## config.mk

```make
export PLATFORM = sky130hd
export DESIGN_NAME = adaptive_page_size_controller_top
export DESIGN_NICKNAME = d
export VERILOG_FILES = /design/src/design/apsc_pkg.sv /design/src/design/adaptive_page_size_controller_top.sv /design/src/design/apsc_mul.sv /design/src/design/apsc_div.sv
export SDC_FILE = /design/constraint.sdc
export NUM_CORES = 1
export LEC_CHECK = 0
export ABC_CLOCK_PERIOD_IN_PS = 5500
export BUFFER_PORTS_ARGS = -buffer_cell sky130_fd_sc_hd__buf_2
export CAP_MARGIN = 25
export CORE_MARGIN = 2
export CORE_UTILIZATION = 35
export CTS_CLUSTER_DIAMETER = 60
export DETAILED_ROUTE_END_ITERATION = 10
export GPL_TIMING_DRIVEN = 0
export HOLD_SLACK_MARGIN = 0.03
export SYNTH_ARGS = -nofsm -noshare
export SYNTH_HDL_FRONTEND = slang
export SYNTH_SLANG_ARGS = --single-unit
```

## constraint.sdc

```tcl
create_clock -name clk_i -period 5.5 [get_ports clk_i]
set_input_delay 1.1 -clock clk_i [delete_from_list [all_inputs] [get_ports clk_i]]
set_output_delay 1.1 -clock clk_i [all_outputs]
set_load 0.1 [all_outputs]
```

## src/design/apsc_pkg.sv

```systemverilog
// Shared types and constants of the adaptive page size controller.
package apsc_pkg;

  localparam int unsigned OP_W       = 2;
  localparam int unsigned DUR_W      = 32;
  localparam int unsigned PAGE_W     = 24;
  localparam int unsigned BOUND_W    = 24;
  localparam int unsigned THR_W      = 31;
  localparam int unsigned FACTOR_W   = 16;
  localparam int unsigned FRAC_W     = 8;
  localparam int unsigned STEP_W     = 16;
  localparam int unsigned CFG_IDX_W  = 3;
  localparam int unsigned CFG_DATA_W = 31;

  typedef logic [PAGE_W-1:0]   page_t;
  typedef logic [BOUND_W-1:0]  bound_t;
  typedef logic [THR_W-1:0]    thr_t;
  typedef logic [FACTOR_W-1:0] factor_t;
  typedef logic [FRAC_W-1:0]   frac_t;
  typedef logic [STEP_W-1:0]   step_t;

  typedef enum logic [OP_W-1:0] {
    OP_SUCCESS = 2'd0,
    OP_TIMEOUT = 2'd1,
    OP_RESTART = 2'd2
  } op_e;

  typedef enum logic [CFG_IDX_W-1:0] {
    CFG_MIN_LIMIT = 3'd0,
    CFG_MAX_LIMIT = 3'd1,
    CFG_FAST_THR  = 3'd2,
    CFG_GROW_FAC  = 3'd3,
    CFG_SLOW_THR  = 3'd4,
    CFG_SHRINK    = 3'd5,
    CFG_TIMEOUT   = 3'd6,
    CFG_STEP      = 3'd7
  } cfg_idx_e;

  typedef enum logic [2:0] {
    ST_IDLE,
    ST_MUL,
    ST_SETTLE,
    ST_ROUND,
    ST_DIV,
    ST_FINAL,
    ST_DONE
  } state_e;

  localparam bound_t  RST_MIN_LIMIT = 24'd1;
  localparam bound_t  RST_MAX_LIMIT = 24'hFFFFFF;
  localparam thr_t    RST_FAST_THR  = 31'd1000;
  localparam factor_t RST_GROW_FAC  = 16'd512;
  localparam thr_t    RST_SLOW_THR  = 31'd5000;
  localparam frac_t   RST_SHRINK    = 8'd230;
  localparam frac_t   RST_TIMEOUT   = 8'd128;
  localparam step_t   RST_STEP      = 16'd1;

endpackage

```

## src/design/adaptive_page_size_controller_top.sv

```systemverilog
// Top level of the adaptive page size controller.
// Keeps one page limit and scales it by Q8.8 factors on success and timeout
// items, or loads it on a restart item; every item returns one page_limit.
// One item is in flight at a time. A success item in neither duration band,
// or an unused operation code, goes straight to the done state. A scaling
// item runs the shift-add multiplier, then settles and rounds; a restart
// skips the multiplier. With a rounding step above one, rounding runs the
// one-bit-per-cycle remainder divider. A finished result waits in an output
// register while the next item is taken.
module adaptive_page_size_controller_top #(
  parameter int unsigned LIMIT_WIDTH = 24
) (
  input  logic                                clk_i,
  input  logic                                rst_ni,
  input  logic                                in_valid_i,
  output logic                                in_stall_o,
  input  logic [apsc_pkg::OP_W-1:0]           operation_i,
  input  logic signed [apsc_pkg::DUR_W-1:0]   duration_ms_i,
  input  logic [apsc_pkg::BOUND_W-1:0]        start_limit_i,
  output logic                                out_valid_o,
  input  logic                                out_stall_i,
  output logic [apsc_pkg::PAGE_W-1:0]         page_limit_o,
  input  logic                                cfg_we_i,
  input  logic [apsc_pkg::CFG_IDX_W-1:0]      cfg_index_i,
  input  logic [apsc_pkg::CFG_DATA_W-1:0]     cfg_data_i
);

  localparam int unsigned BND_W = (LIMIT_WIDTH > apsc_pkg::BOUND_W) ?
                                  LIMIT_WIDTH : apsc_pkg::BOUND_W;
  localparam int unsigned DIV_W = ((LIMIT_WIDTH > apsc_pkg::STEP_W) ?
                                  LIMIT_WIDTH : apsc_pkg::STEP_W) + 1;
  localparam int unsigned PROD_W = LIMIT_WIDTH + apsc_pkg::FACTOR_W;

  typedef logic [LIMIT_WIDTH-1:0] lim_t;

  localparam lim_t LimAll = '1;
  localparam lim_t LimOne = lim_t'(1);

  function automatic lim_t clamp_f(lim_t v, lim_t lo, lim_t hi);
    lim_t r;
    r = (v < lo) ? lo : v;
    r = (r > hi) ? hi : r;
    return r;
  endfunction

  // configuration registers
  apsc_pkg::bound_t  min_q, max_q;
  apsc_pkg::thr_t    fast_q, slow_q;
  apsc_pkg::factor_t grow_q;
  apsc_pkg::frac_t   shrink_q, timeout_q;
  apsc_pkg::step_t   step_q;

  apsc_pkg::state_e  state_q, state_d;
  lim_t              cur_q, v_q, lo_q, hi_q, lo_d, hi_d;
  logic [DIV_W-1:0]  num_q, num_d, rounded_w;
  lim_t              rounded;
  logic [BND_W-1:0]  min_w, max_w;
  logic              out_valid_q;
  apsc_pkg::page_t   out_q;

  logic              accept, out_fire, step_gt1;
  logic              neg, grow, shrink;
  apsc_pkg::factor_t factor;
  logic              mul_start, mul_done, div_start, div_done;
  logic [PROD_W-1:0] prod;
  lim_t              sat;
  apsc_pkg::step_t   div_rem;

  always_ff @(posedge clk_i or negedge rst_ni) begin
    if (!rst_ni) begin
      min_q     <= apsc_pkg::RST_MIN_LIMIT;
      max_q     <= apsc_pkg::RST_MAX_LIMIT;
      fast_q    <= apsc_pkg::RST_FAST_THR;
      grow_q    <= apsc_pkg::RST_GROW_FAC;
      slow_q    <= apsc_pkg::RST_SLOW_THR;
      shrink_q  <= apsc_pkg::RST_SHRINK;
      timeout_q <= apsc_pkg::RST_TIMEOUT;
      step_q    <= apsc_pkg::RST_STEP;
    end else if (cfg_we_i) begin
      case (apsc_pkg::cfg_idx_e'(cfg_index_i))
        apsc_pkg::CFG_MIN_LIMIT: min_q     <= cfg_data_i[apsc_pkg::BOUND_W-1:0];
        apsc_pkg::CFG_MAX_LIMIT: max_q     <= cfg_data_i[apsc_pkg::BOUND_W-1:0];
        apsc_pkg::CFG_FAST_THR:  fast_q    <= cfg_data_i[apsc_pkg::THR_W-1:0];
        apsc_pkg::CFG_GROW_FAC:  grow_q    <= cfg_data_i[apsc_pkg::FACTOR_W-1:0];
        apsc_pkg::CFG_SLOW_THR:  slow_q    <= cfg_data_i[apsc_pkg::THR_W-1:0];
        apsc_pkg::CFG_SHRINK:    shrink_q  <= cfg_data_i[apsc_pkg::FRAC_W-1:0];
        apsc_pkg::CFG_TIMEOUT:   timeout_q <= cfg_data_i[apsc_pkg::FRAC_W-1:0];
        apsc_pkg::CFG_STEP:      step_q    <= cfg_data_i[apsc_pkg::STEP_W-1:0];
        default: ;
      endcase
    end
  end

  // bounds: zero reads as one, anything above the limit range saturates
  always_comb begin
    min_w = BND_W'(min_q);
    max_w = BND_W'(max_q);
    if (min_w == '0) begin
      lo_d = LimOne;
    end else if (min_w > BND_W'(LimAll)) begin
      lo_d = LimAll;
    end else begin
      lo_d = lim_t'(min_w);
    end
    if (max_w == '0) begin
      hi_d = LimOne;
    end else if (max_w > BND_W'(LimAll)) begin
      hi_d = LimAll;
    end else begin
      hi_d = lim_t'(max_w);
    end
  end

  assign step_gt1 = step_q > apsc_pkg::step_t'(1);
  assign accept   = in_valid_i && (state_q == apsc_pkg::ST_IDLE);
  assign out_fire = (state_q == apsc_pkg::ST_DONE) && (!out_valid_q || !out_stall_i);

  // a negative duration falls in neither band
  assign neg    = duration_ms_i[apsc_pkg::DUR_W-1];
  assign grow   = !neg && (duration_ms_i[apsc_pkg::DUR_W-2:0] < fast_q);
  assign shrink = !neg && (duration_ms_i[apsc_pkg::DUR_W-2:0] > slow_q);

  always_comb begin
    if (apsc_pkg::op_e'(operation_i) == apsc_pkg::OP_TIMEOUT) begin
      factor = apsc_pkg::factor_t'(timeout_q);
    end else if (grow) begin
      factor = grow_q;
    end else begin
      factor = apsc_pkg::factor_t'(shrink_q);
    end
  end

  // drop the fraction, saturate at the top of the range
  always_comb begin
    if (prod[PROD_W-1:LIMIT_WIDTH+apsc_pkg::FRAC_W] != '0) begin
      sat = LimAll;
    end else begin
      sat = prod[LIMIT_WIDTH+apsc_pkg::FRAC_W-1:apsc_pkg::FRAC_W];
    end
  end

  // nearest multiple: (v + step/2) minus the remainder of dividing it by step
  assign num_d     = DIV_W'(v_q) + DIV_W'(step_q >> 1);
  assign rounded_w = num_q - DIV_W'(div_rem);
  always_comb begin
    if (rounded_w == '0) begin
      rounded = LimOne;
    end else if (rounded_w > DIV_W'(LimAll)) begin
      rounded = LimAll;
    end else begin
      rounded = lim_t'(rounded_w);
    end
  end

  always_comb begin
    state_d   = state_q;
    mul_start = 1'b0;
    div_start = 1'b0;
    case (state_q)
      apsc_pkg::ST_IDLE: begin
        if (in_valid_i) begin
          case (apsc_pkg::op_e'(operation_i))
            apsc_pkg::OP_SUCCESS: begin
              if (grow || shrink) begin
                mul_start = 1'b1;
                state_d   = apsc_pkg::ST_MUL;
              end else begin
                state_d = apsc_pkg::ST_DONE;
              end
            end
            apsc_pkg::OP_TIMEOUT: begin
              mul_start = 1'b1;
              state_d   = apsc_pkg::ST_MUL;
            end
            apsc_pkg::OP_RESTART: state_d = apsc_pkg::ST_SETTLE;
            default:              state_d = apsc_pkg::ST_DONE;
          endcase
        end
      end
      apsc_pkg::ST_MUL: begin
        if (mul_done) begin
          state_d = apsc_pkg::ST_SETTLE;
        end
      end
      apsc_pkg::ST_SETTLE: state_d = apsc_pkg::ST_ROUND;
      apsc_pkg::ST_ROUND: begin
        if (step_gt1) begin
          div_start = 1'b1;
          state_d   = apsc_pkg::ST_DIV;
        end else begin
          state_d = apsc_pkg::ST_DONE;
        end
      end
      apsc_pkg::ST_DIV: begin
        if (div_done) begin
          state_d = apsc_pkg::ST_FINAL;
        end
      end
      apsc_pkg::ST_FINAL: state_d = apsc_pkg::ST_DONE;
      apsc_pkg::ST_DONE: begin
        if (out_fire) begin
          state_d = apsc_pkg::ST_IDLE;
        end
      end
      default: state_d = apsc_pkg::ST_IDLE;
    endcase
  end

  always_ff @(posedge clk_i or negedge rst_ni) begin
    if (!rst_ni) begin
      state_q <= apsc_pkg::ST_IDLE;
    end else begin
      state_q <= state_d;
    end
  end

  always_ff @(posedge clk_i or negedge rst_ni) begin
    if (!rst_ni) begin
      cur_q       <= LimOne;
      lo_q        <= LimOne;
      hi_q        <= LimAll;
      out_valid_q <= 1'b0;
    end else begin
      lo_q <= lo_d;
      hi_q <= hi_d;
      if (state_q == apsc_pkg::ST_ROUND && !step_gt1) begin
        cur_q <= v_q;
      end else if (state_q == apsc_pkg::ST_FINAL) begin
        cur_q <= clamp_f(v_q, lo_q, hi_q);
      end
      if (out_fire) begin
        out_valid_q <= 1'b1;
      end else if (!out_stall_i) begin
        out_valid_q <= 1'b0;
      end
    end
  end

  always_ff @(posedge clk_i) begin
    if (accept) begin
      v_q <= lim_t'(start_limit_i);
    end else if (state_q == apsc_pkg::ST_MUL && mul_done) begin
      v_q <= sat;
    end else if (state_q == apsc_pkg::ST_SETTLE) begin
      v_q <= clamp_f(v_q, lo_q, hi_q);
    end else if (state_q == apsc_pkg::ST_DIV && div_done) begin
      v_q <= rounded;
    end
    if (div_start) begin
      num_q <= num_d;
    end
    if (out_fire) begin
      out_q <= apsc_pkg::page_t'(cur_q);
    end
  end

  apsc_mul #(
    .AW (LIMIT_WIDTH)
  ) u_mul (
    .clk_i   (clk_i),
    .rst_ni  (rst_ni),
    .start_i (mul_start),
    .a_i     (cur_q),
    .b_i     (factor),
    .done_o  (mul_done),
    .prod_o  (prod)
  );

  apsc_div #(
    .DW (DIV_W)
  ) u_div (
    .clk_i   (clk_i),
    .rst_ni  (rst_ni),
    .start_i (div_start),
    .num_i   (num_d),
    .den_i   (step_q),
    .done_o  (div_done),
    .rem_o   (div_rem)
  );

  assign in_stall_o   = state_q != apsc_pkg::ST_IDLE;
  assign out_valid_o  = out_valid_q;
  assign page_limit_o = out_q;

  a_limit_nonzero: assert property (@(posedge clk_i) disable iff (!rst_ni)
    cur_q != '0)
    else $error("page limit reached zero");

  a_mul_done_in_mul: assert property (@(posedge clk_i) disable iff (!rst_ni)
    mul_done |-> state_q == apsc_pkg::ST_MUL)
    else $error("multiplier finished outside its state");

  a_rem_below_step: assert property (@(posedge clk_i) disable iff (!rst_ni)
    div_done |-> div_rem < step_q)
    else $error("remainder not below the step");

  a_final_within_max: assert property (@(posedge clk_i) disable iff (!rst_ni)
    state_q == apsc_pkg::ST_FINAL |=> cur_q <= hi_q)
    else $error("rounded limit above the maximum");

endmodule

```

## src/design/apsc_mul.sv

```systemverilog
// Serial shift-add multiplier: one multiplier bit per cycle.
module apsc_mul #(
  parameter int unsigned AW = 24
) (
  input  logic                              clk_i,
  input  logic                              rst_ni,
  input  logic                              start_i,
  input  logic [AW-1:0]                     a_i,
  input  logic [apsc_pkg::FACTOR_W-1:0]     b_i,
  output logic                              done_o,
  output logic [AW+apsc_pkg::FACTOR_W-1:0]  prod_o
);

  localparam int unsigned BW    = apsc_pkg::FACTOR_W;
  localparam int unsigned CNT_W = $clog2(BW);

  logic             run_q;
  logic             done_q;
  logic [CNT_W-1:0] cnt_q;
  logic [AW-1:0]    a_q;
  logic [AW+BW-1:0] p_q;
  logic [AW:0]      sum;
  logic [AW+BW-1:0] p_d;

  always_comb begin
    if (p_q[0]) begin
      sum = {1'b0, p_q[AW+BW-1:BW]} + {1'b0, a_q};
    end else begin
      sum = {1'b0, p_q[AW+BW-1:BW]};
    end
    p_d = {sum, p_q[BW-1:1]};
  end

  always_ff @(posedge clk_i or negedge rst_ni) begin
    if (!rst_ni) begin
      run_q  <= 1'b0;
      done_q <= 1'b0;
      cnt_q  <= '0;
    end else begin
      done_q <= 1'b0;
      if (start_i) begin
        run_q <= 1'b1;
        cnt_q <= CNT_W'(BW - 1);
      end else if (run_q) begin
        cnt_q <= cnt_q - 1'b1;
        if (cnt_q == '0) begin
          run_q  <= 1'b0;
          done_q <= 1'b1;
        end
      end
    end
  end

  always_ff @(posedge clk_i) begin
    if (start_i) begin
      a_q <= a_i;
      p_q <= {{AW{1'b0}}, b_i};
    end else if (run_q) begin
      p_q <= p_d;
    end
  end

  assign done_o = done_q;
  assign prod_o = p_q;

endmodule

```

## src/design/apsc_div.sv

```systemverilog
// Restoring divider that yields the remainder, one dividend bit per cycle.
module apsc_div #(
  parameter int unsigned DW = 25
) (
  input  logic                            clk_i,
  input  logic                            rst_ni,
  input  logic                            start_i,
  input  logic [DW-1:0]                   num_i,
  input  logic [apsc_pkg::STEP_W-1:0]     den_i,
  output logic                            done_o,
  output logic [apsc_pkg::STEP_W-1:0]     rem_o
);

  localparam int unsigned SW    = apsc_pkg::STEP_W;
  localparam int unsigned CNT_W = $clog2(DW);

  logic             run_q;
  logic             done_q;
  logic [CNT_W-1:0] cnt_q;
  logic [DW-1:0]    num_q;
  logic [SW-1:0]    den_q;
  logic [SW-1:0]    rem_q;
  logic [SW:0]      trial;
  logic [SW:0]      diff;
  logic [SW-1:0]    rem_d;

  always_comb begin
    trial = {rem_q, num_q[DW-1]};
    diff  = trial - {1'b0, den_q};
    if (trial >= {1'b0, den_q}) begin
      rem_d = diff[SW-1:0];
    end else begin
      rem_d = trial[SW-1:0];
    end
  end

  always_ff @(posedge clk_i or negedge rst_ni) begin
    if (!rst_ni) begin
      run_q  <= 1'b0;
      done_q <= 1'b0;
      cnt_q  <= '0;
    end else begin
      done_q <= 1'b0;
      if (start_i) begin
        run_q <= 1'b1;
        cnt_q <= CNT_W'(DW - 1);
      end else if (run_q) begin
        cnt_q <= cnt_q - 1'b1;
        if (cnt_q == '0) begin
          run_q  <= 1'b0;
          done_q <= 1'b1;
        end
      end
    end
  end

  always_ff @(posedge clk_i) begin
    if (start_i) begin
      num_q <= num_i;
      den_q <= den_i;
      rem_q <= '0;
    end else if (run_q) begin
      num_q <= {num_q[DW-2:0], 1'b0};
      rem_q <= rem_d;
    end
  end

  assign done_o = done_q;
  assign rem_o  = rem_q;

endmodule

```

======== Word level (Yosys, flattened, before mapping) ========
Index checks and enable logic that the tools add are counted.
storage, ports and cells
  register bits after elaboration ......... 441
  output and inout port bits .............. 26
  logic and storage cells ................. 154
operators by class
  add/sub/neg operators ................... 6
  $lt $le $gt $ge ......................... 9
  eq/ne operators ......................... 20
  muxes and demuxes ....................... 55
  reduce and logical (&&, ||, !) cells .... 36
operators by type and width
  cell                  count
  $mux 24               15
  $mux 16               5
  $mux 25               3
  $gt 24x24->1 const B  2
  $logic_not 24->1      2
  $gt 31x31->1          1
  $lt 31x31->1          1
  $add 24x15->25        1
  $add 24x24->25        1
  $gt 25x24->1 const B  1
  $logic_not 25->1      1
  $sub 25x16->25        1
  $gt 24x24->1          1
  $lt 24x24->1          1
  $eq 3x3->1 const B    7
  $pmux 3 s7            1
  $mux 1                19
  $ge 17x16->1          1
  $gt 16x1->1 const B   1
  $reduce_and 2->1      8
  $sub 16x16->16        1
  $mux 3                5
  $eq 3x2->1 const B    4
  $mux 5                2
  other kinds (23)      41

======== Longest topological paths before layout ========
  depth after elaboration ................. 8
  depth in mapped cells ................... 24

======== Cells and area by module ========
From an unflattened synthesis, not the netlist that was laid out.
unflattened totals
  cells, all modules ...................... 2325
  area total of the unflattened synthesis .. 24597.3 um^2
modules (own cells, without submodules)
  module                             times used  cells each  area an instance (um^2)  sequential area each (um^2)
  adaptive_page_size_controller_top  1           1600        16981.3                  8135.3
  apsc_mul                           1           403         4065.1                   1831.8
  apsc_div                           1           322         3550.9                   1726.7

======== Worst setup path after synthesis ========
No wires, ideal clock.
  kind .................................... reg2reg
  start ................................... register v_q[4]
  end ..................................... register v_q[18] (data pin)
  arrival time ............................ 4.339 ns
  data required time ...................... 5.242 ns
  slack ................................... 0.903 ns
  cell stages (with the launch flop) ...... 22
  buffers on the path ..................... 2
  cells stage by stage .................... edfxtp_1 ha_1 a21oi_1 nor2b_1 a2111oi_2 o21ai_1 a211o_1 a21oi_4 buf_6 mux2_1 ha_1 nand4_1 inv_1 a2111oi_0 a21oi_1 nor2_1 a21boi_0 o21a_1 clkbuf_1 or2_2 a31oi_1 o21ai_1
on the way
  cells in the longest elaborated chain, start to end .. 7
ends and longest elaborated chain
  item                    line                                      text
  start, declared         adaptive_page_size_controller_top.sv:54   lim_t cur_q, v_q, lo_q, hi_q, lo_d, hi_d;
  start signal, assigned  adaptive_page_size_controller_top.sv:241  v_q <= lim_t'(start_limit_i);
  start signal, assigned  adaptive_page_size_controller_top.sv:243  v_q <= sat;
  start signal, assigned  adaptive_page_size_controller_top.sv:245  v_q <= clamp_f(v_q, lo_q, hi_q);
  $lt 24x24->1            adaptive_page_size_controller_top.sv:41   r = (v < lo) ? lo : v;
  $mux 24 (*)             adaptive_page_size_controller_top.sv:41
  $gt 24x24->1            adaptive_page_size_controller_top.sv:42   r = (r > hi) ? hi : r;
  $mux 24 (*)             adaptive_page_size_controller_top.sv:42
  $mux 24 (*)             adaptive_page_size_controller_top.sv:244  end else if (state_q == apsc_pkg::ST_SETTLE) begin
  $mux 24 (*)             adaptive_page_size_controller_top.sv:242  end else if (state_q == apsc_pkg::ST_MUL && mul_done) begin
  $mux 24 (*)             adaptive_page_size_controller_top.sv:240  if (accept) begin
Mark *: on every way between the ends. The rest lies on a longest branch, timed or not.
A chain may end at the register's enable or synchronous reset.

======== Worst setup path in the final report ========
  start ................................... register v_q[4]
  end ..................................... register v_q[16] (data pin)
The elaborated chain is that of the path after synthesis.

==> impl_results.md <==
* Status: complete, no violations
* Post-synth EDFFs at 154
* Final setup violation count at 0
* # IOs at 123
* Critical Path AT at 5.62 ns
* H-tree Lvls at 2
* Hold Path Class: primary input to async pin
* Synth cell types at 80
* Slew margin rel. at 0.366
* Critical Path RT at 5.83 ns
* Core area at 68,500 µm²
* Crit-path max FO at 10
* #FFs+latches synth at 441
* CP Capture Type: flop
* First DRT Iteration DRCs at 1,515
* Max Slew Vio Count at 0
* WL final at 70.4 mm
* I/O Buffers at 118
* CTS tree: done
* Residual DRC count at 0
* Synth Area per Inst at 10.3 µm²
* CP max-delay cell: edfxtp_1
* Vias per cell at 5.39
* Dpl cells at 3,358
* Clk Latency, worst-skew pair at 0.62 ns
* Largest net degree at the start of global routing at 126
* First-pass GRT wire length at 108 mm
* First-pass iteration count of the detailed router at 6
* Fmax at 189 MHz
* Async SR Flop Fraction at 0.560
* Routability Congestion at 0.943
* CTS max path bufs at 3
* Die height at 267 µm
* CTS Buf Count at 51
* Avg WL per Cell at 20.3 µm
* Vias in the first global route at 18,500
* Hold Fails Final Rpt at 0
* Layout area overhead at 15.5%
* RSZ-0062 raised after global routing: yes
* CP peak stage delay at 0.46 ns
* Setup WS pre-CTS at -0.387 ns
* Pwr dens at 613 nW/µm²
* CTS Root Cell: clkbuf_16
* Post-route ant nets at 0
* Share of layout cells above drive strength 1 at 0.180
* Sequential-to-total area share from yosys stat at 0.484
* Tcrit/Tclk final at 0.961
* Tot GR Track Use at 0.197
* Non-filler cells in the finished layout at 3,461
* Initial antenna violation count at 3
* Initial core utilization at 0.353
* Nets@finish at 2,819
* Layout fillers at 6,609
* Die area at 71,200 µm²
* Final worst path period need at 5.28 ns
* Mapped Cells at 2,349
* Leak at 0.0119 µW
* Worst Setup Start Kind: flop
* Grt ovf at 0
* # clock sinks at 441
* Post-Syn Area at 24,200 µm²
* CTS Hold Bufs at 0
* Max cap viols at 0
* Peak supply drop at 0.241 mV
* Layout Skew at 0.0263 ns
* Worst-Margin Slew at 0.938 ns
* DR vias at 18,600
* Final worst slack at 0.217 ns
* Row count at 96
* Worst-path clk slew at 0.06 ns
* Antenna Cells at 0
* Multi-input logic area at 11,300 µm²
* Horiz. Die Dim at 267 µm
* Ys Warns at 0
* Mapped Nets at 2,632
* CP Class: flop to flop
* FF+latch area at 11,700 µm²
* Top_reg_cell synth: dfrtp_1
* Crit path cell chain: ha_1 -> a21oi_1 -> nor2b_1 -> a2111oi_2 -> o21ai_1 -> a211o_1 -> a21oi_4 -> buf_6 -> mux2_1 -> ha_1 -> nand4_1 -> inv_1 -> a2111oi_0 -> a21oi_1 -> nor2_1 -> a21boi_0 -> o21a_2 -> buf_1 -> o21ai_1 -> a211oi_2
* Dpl hpwl at 54.2 mm
-- cells in the mapped netlist (6+ instances only) --
cell type,n,area (µm²)
inv_1,187,702
a21o_1,49,368
dfxtp_1,40,801
nand4_1,36,225
o21ai_1,26,130
dfstp_2,70,1840
ha_1,182,2280
nand3_1,21,105
edfxtp_1,154,4620
nor3_1,37,185
o211ai_1,8,60.1
o31ai_1,6,45.0
xor2_1,27,236
nor2_1,141,529
mux2_1,9,101
and2_1,7,43.8
clkbuf_1,112,420
a22oi_1,24,180
a211oi_2,14,175
o21bai_1,8,60.1
buf_2,8,40.0
a31oi_1,17,106
dfrtp_1,177,4430
mux2i_1,26,260
nand2b_1,15,93.8
a21oi_1,126,631
a211oi_1,32,240
o21a_1,15,113
or2_2,6,37.5
a21boi_0,7,52.6
buf_1,7,26.3
o21ai_0,180,901
o221ai_1,13,114
o22ai_1,24,150
nor4_1,18,113
and3_1,13,81.3
mux2_2,118,1330
nand2_1,230,863
xnor2_1,51,447
nor2b_1,29,181
-- metal layers --
metal,GRT usage,vias up,part of all wire
met4,0.0729,6,0.036
met5,0,-,0.00047
met1,0.267,9146,0.45
met2,0.315,617,0.45
met3,0.0364,132,0.066
li1,-,8739,-
-- critical path, delay by kind of cell, from the launching register on --
family          cells  cell delay (ns)
compound gates     11             2.73
fa+ha+maj           2             0.65
buf+inv             3             0.50
flops               1             0.46
mux                 1             0.37
simple gates        3             0.28
-- logic make-up (layout without fill, tap and decap cells) --
logic type               after synthesis  in the layout  synth area share
flip-flops                           441            441             0.484
AND/OR/NAND/NOR                      584            584             0.114
AO/OA/AOI/OAI                        584            584             0.152
buffers and inverters                318            548            0.0507
multiplexers                         157            157            0.0724
adder cells (fa/ha/maj)              186            186            0.0976
XOR/XNOR                              79             79            0.0289
-- placed cells by master, fill, tap and decap left out, types with 27 or more instances in the layout --
cell,netlist,final
nor2_1,141,141
buf_2,8,127
ha_1,182,182
dfxtp_1,40,40
a21o_1,49,49
o21ai_1,26,30
a21oi_1,126,125
mux2_2,118,118
a211oi_1,32,32
xor2_1,27,27
edfxtp_1,154,154
nor2b_1,29,29
xnor2_1,51,51
nand2_1,230,230
inv_1,187,187
nor3_1,37,37
dfrtp_1,177,177
nand4_1,36,36
o21ai_0,180,174
clkbuf_16,0,52
clkbuf_1,112,114
dfstp_2,70,70
-- worst paths after layout --
check                      startpoint          end  slack, ns  depth (start not counted)
setup / recovery               v_q[4]      v_q[16]       0.22                         20
hold / removal                 rst_ni   slow_q[26]       0.26                          1
setup reg to reg               v_q[4]      v_q[16]       0.22                         20
hold reg to reg             max_q[23]     hi_q[23]       0.45                          1
max in group asynchronous      rst_ni  out_valid_o       4.41                          2
min in group clk_i          max_q[23]     hi_q[23]       0.45                          1
-- layout make-up --
class                   instances  share of cell area
inverters                     188              0.0253
plain buffers                 129              0.0186
multi-input cells            1590               0.404
well taps                     882              0.0396
flip-flops and latches        441               0.419
clock inverters                30              0.0127
repair buffers                135              0.0288
clock buffers                  66              0.0517
-- sequential cells by signal, indices dropped and copies added (netlist names), 24 cells and up --
name and count:
cur_q 24, fast_q 31, hi_q 24, lo_q 24
max_q 24, min_q 24, num_q 25, page_limit_o 24
slow_q 31, u_div.num_q 25, u_mul.a_q 24, u_mul.prod_o 40
v_q 24
-- timing repair --
action | in CTS | in global routing
setup endpoints to repair | 33 | 30
pin swaps | 1 | 0
buffers inserted | 2 | 3
gates resized for setup | 7 | 3
-- per-stage QoR --
| stage | hold slack [ns] | area (µm²) | total power, µW | TNS [ns] | util |
|---|---|---|---|---|---|
| finish | 0.260 | 27900 | 17100 | 0 | 0.408 |
| global route | 0.233 | 27900 | 18200 | -0.0162 | 0.408 |
| CTS | 0.233 | 27800 | 17000 | 0 | 0.406 |
| detailed placement | 0.448 | 26000 | 13300 | -6.36 | 0.380 |
| global placement | 0.446 | 25900 | 13100 | -179.14 | 0.378 |
| floorplan | 0.434 | 24200 | 11000 | 0 | - |
-- power breakdown --
part / internal (µW) / switching (µW) / total, µW
Clock: 2110 / 1470 / 3590
Combinational: 3070 / 4720 / 7790
Sequential: 4790 / 931 / 5720
(Power assumes the default switching activity.)
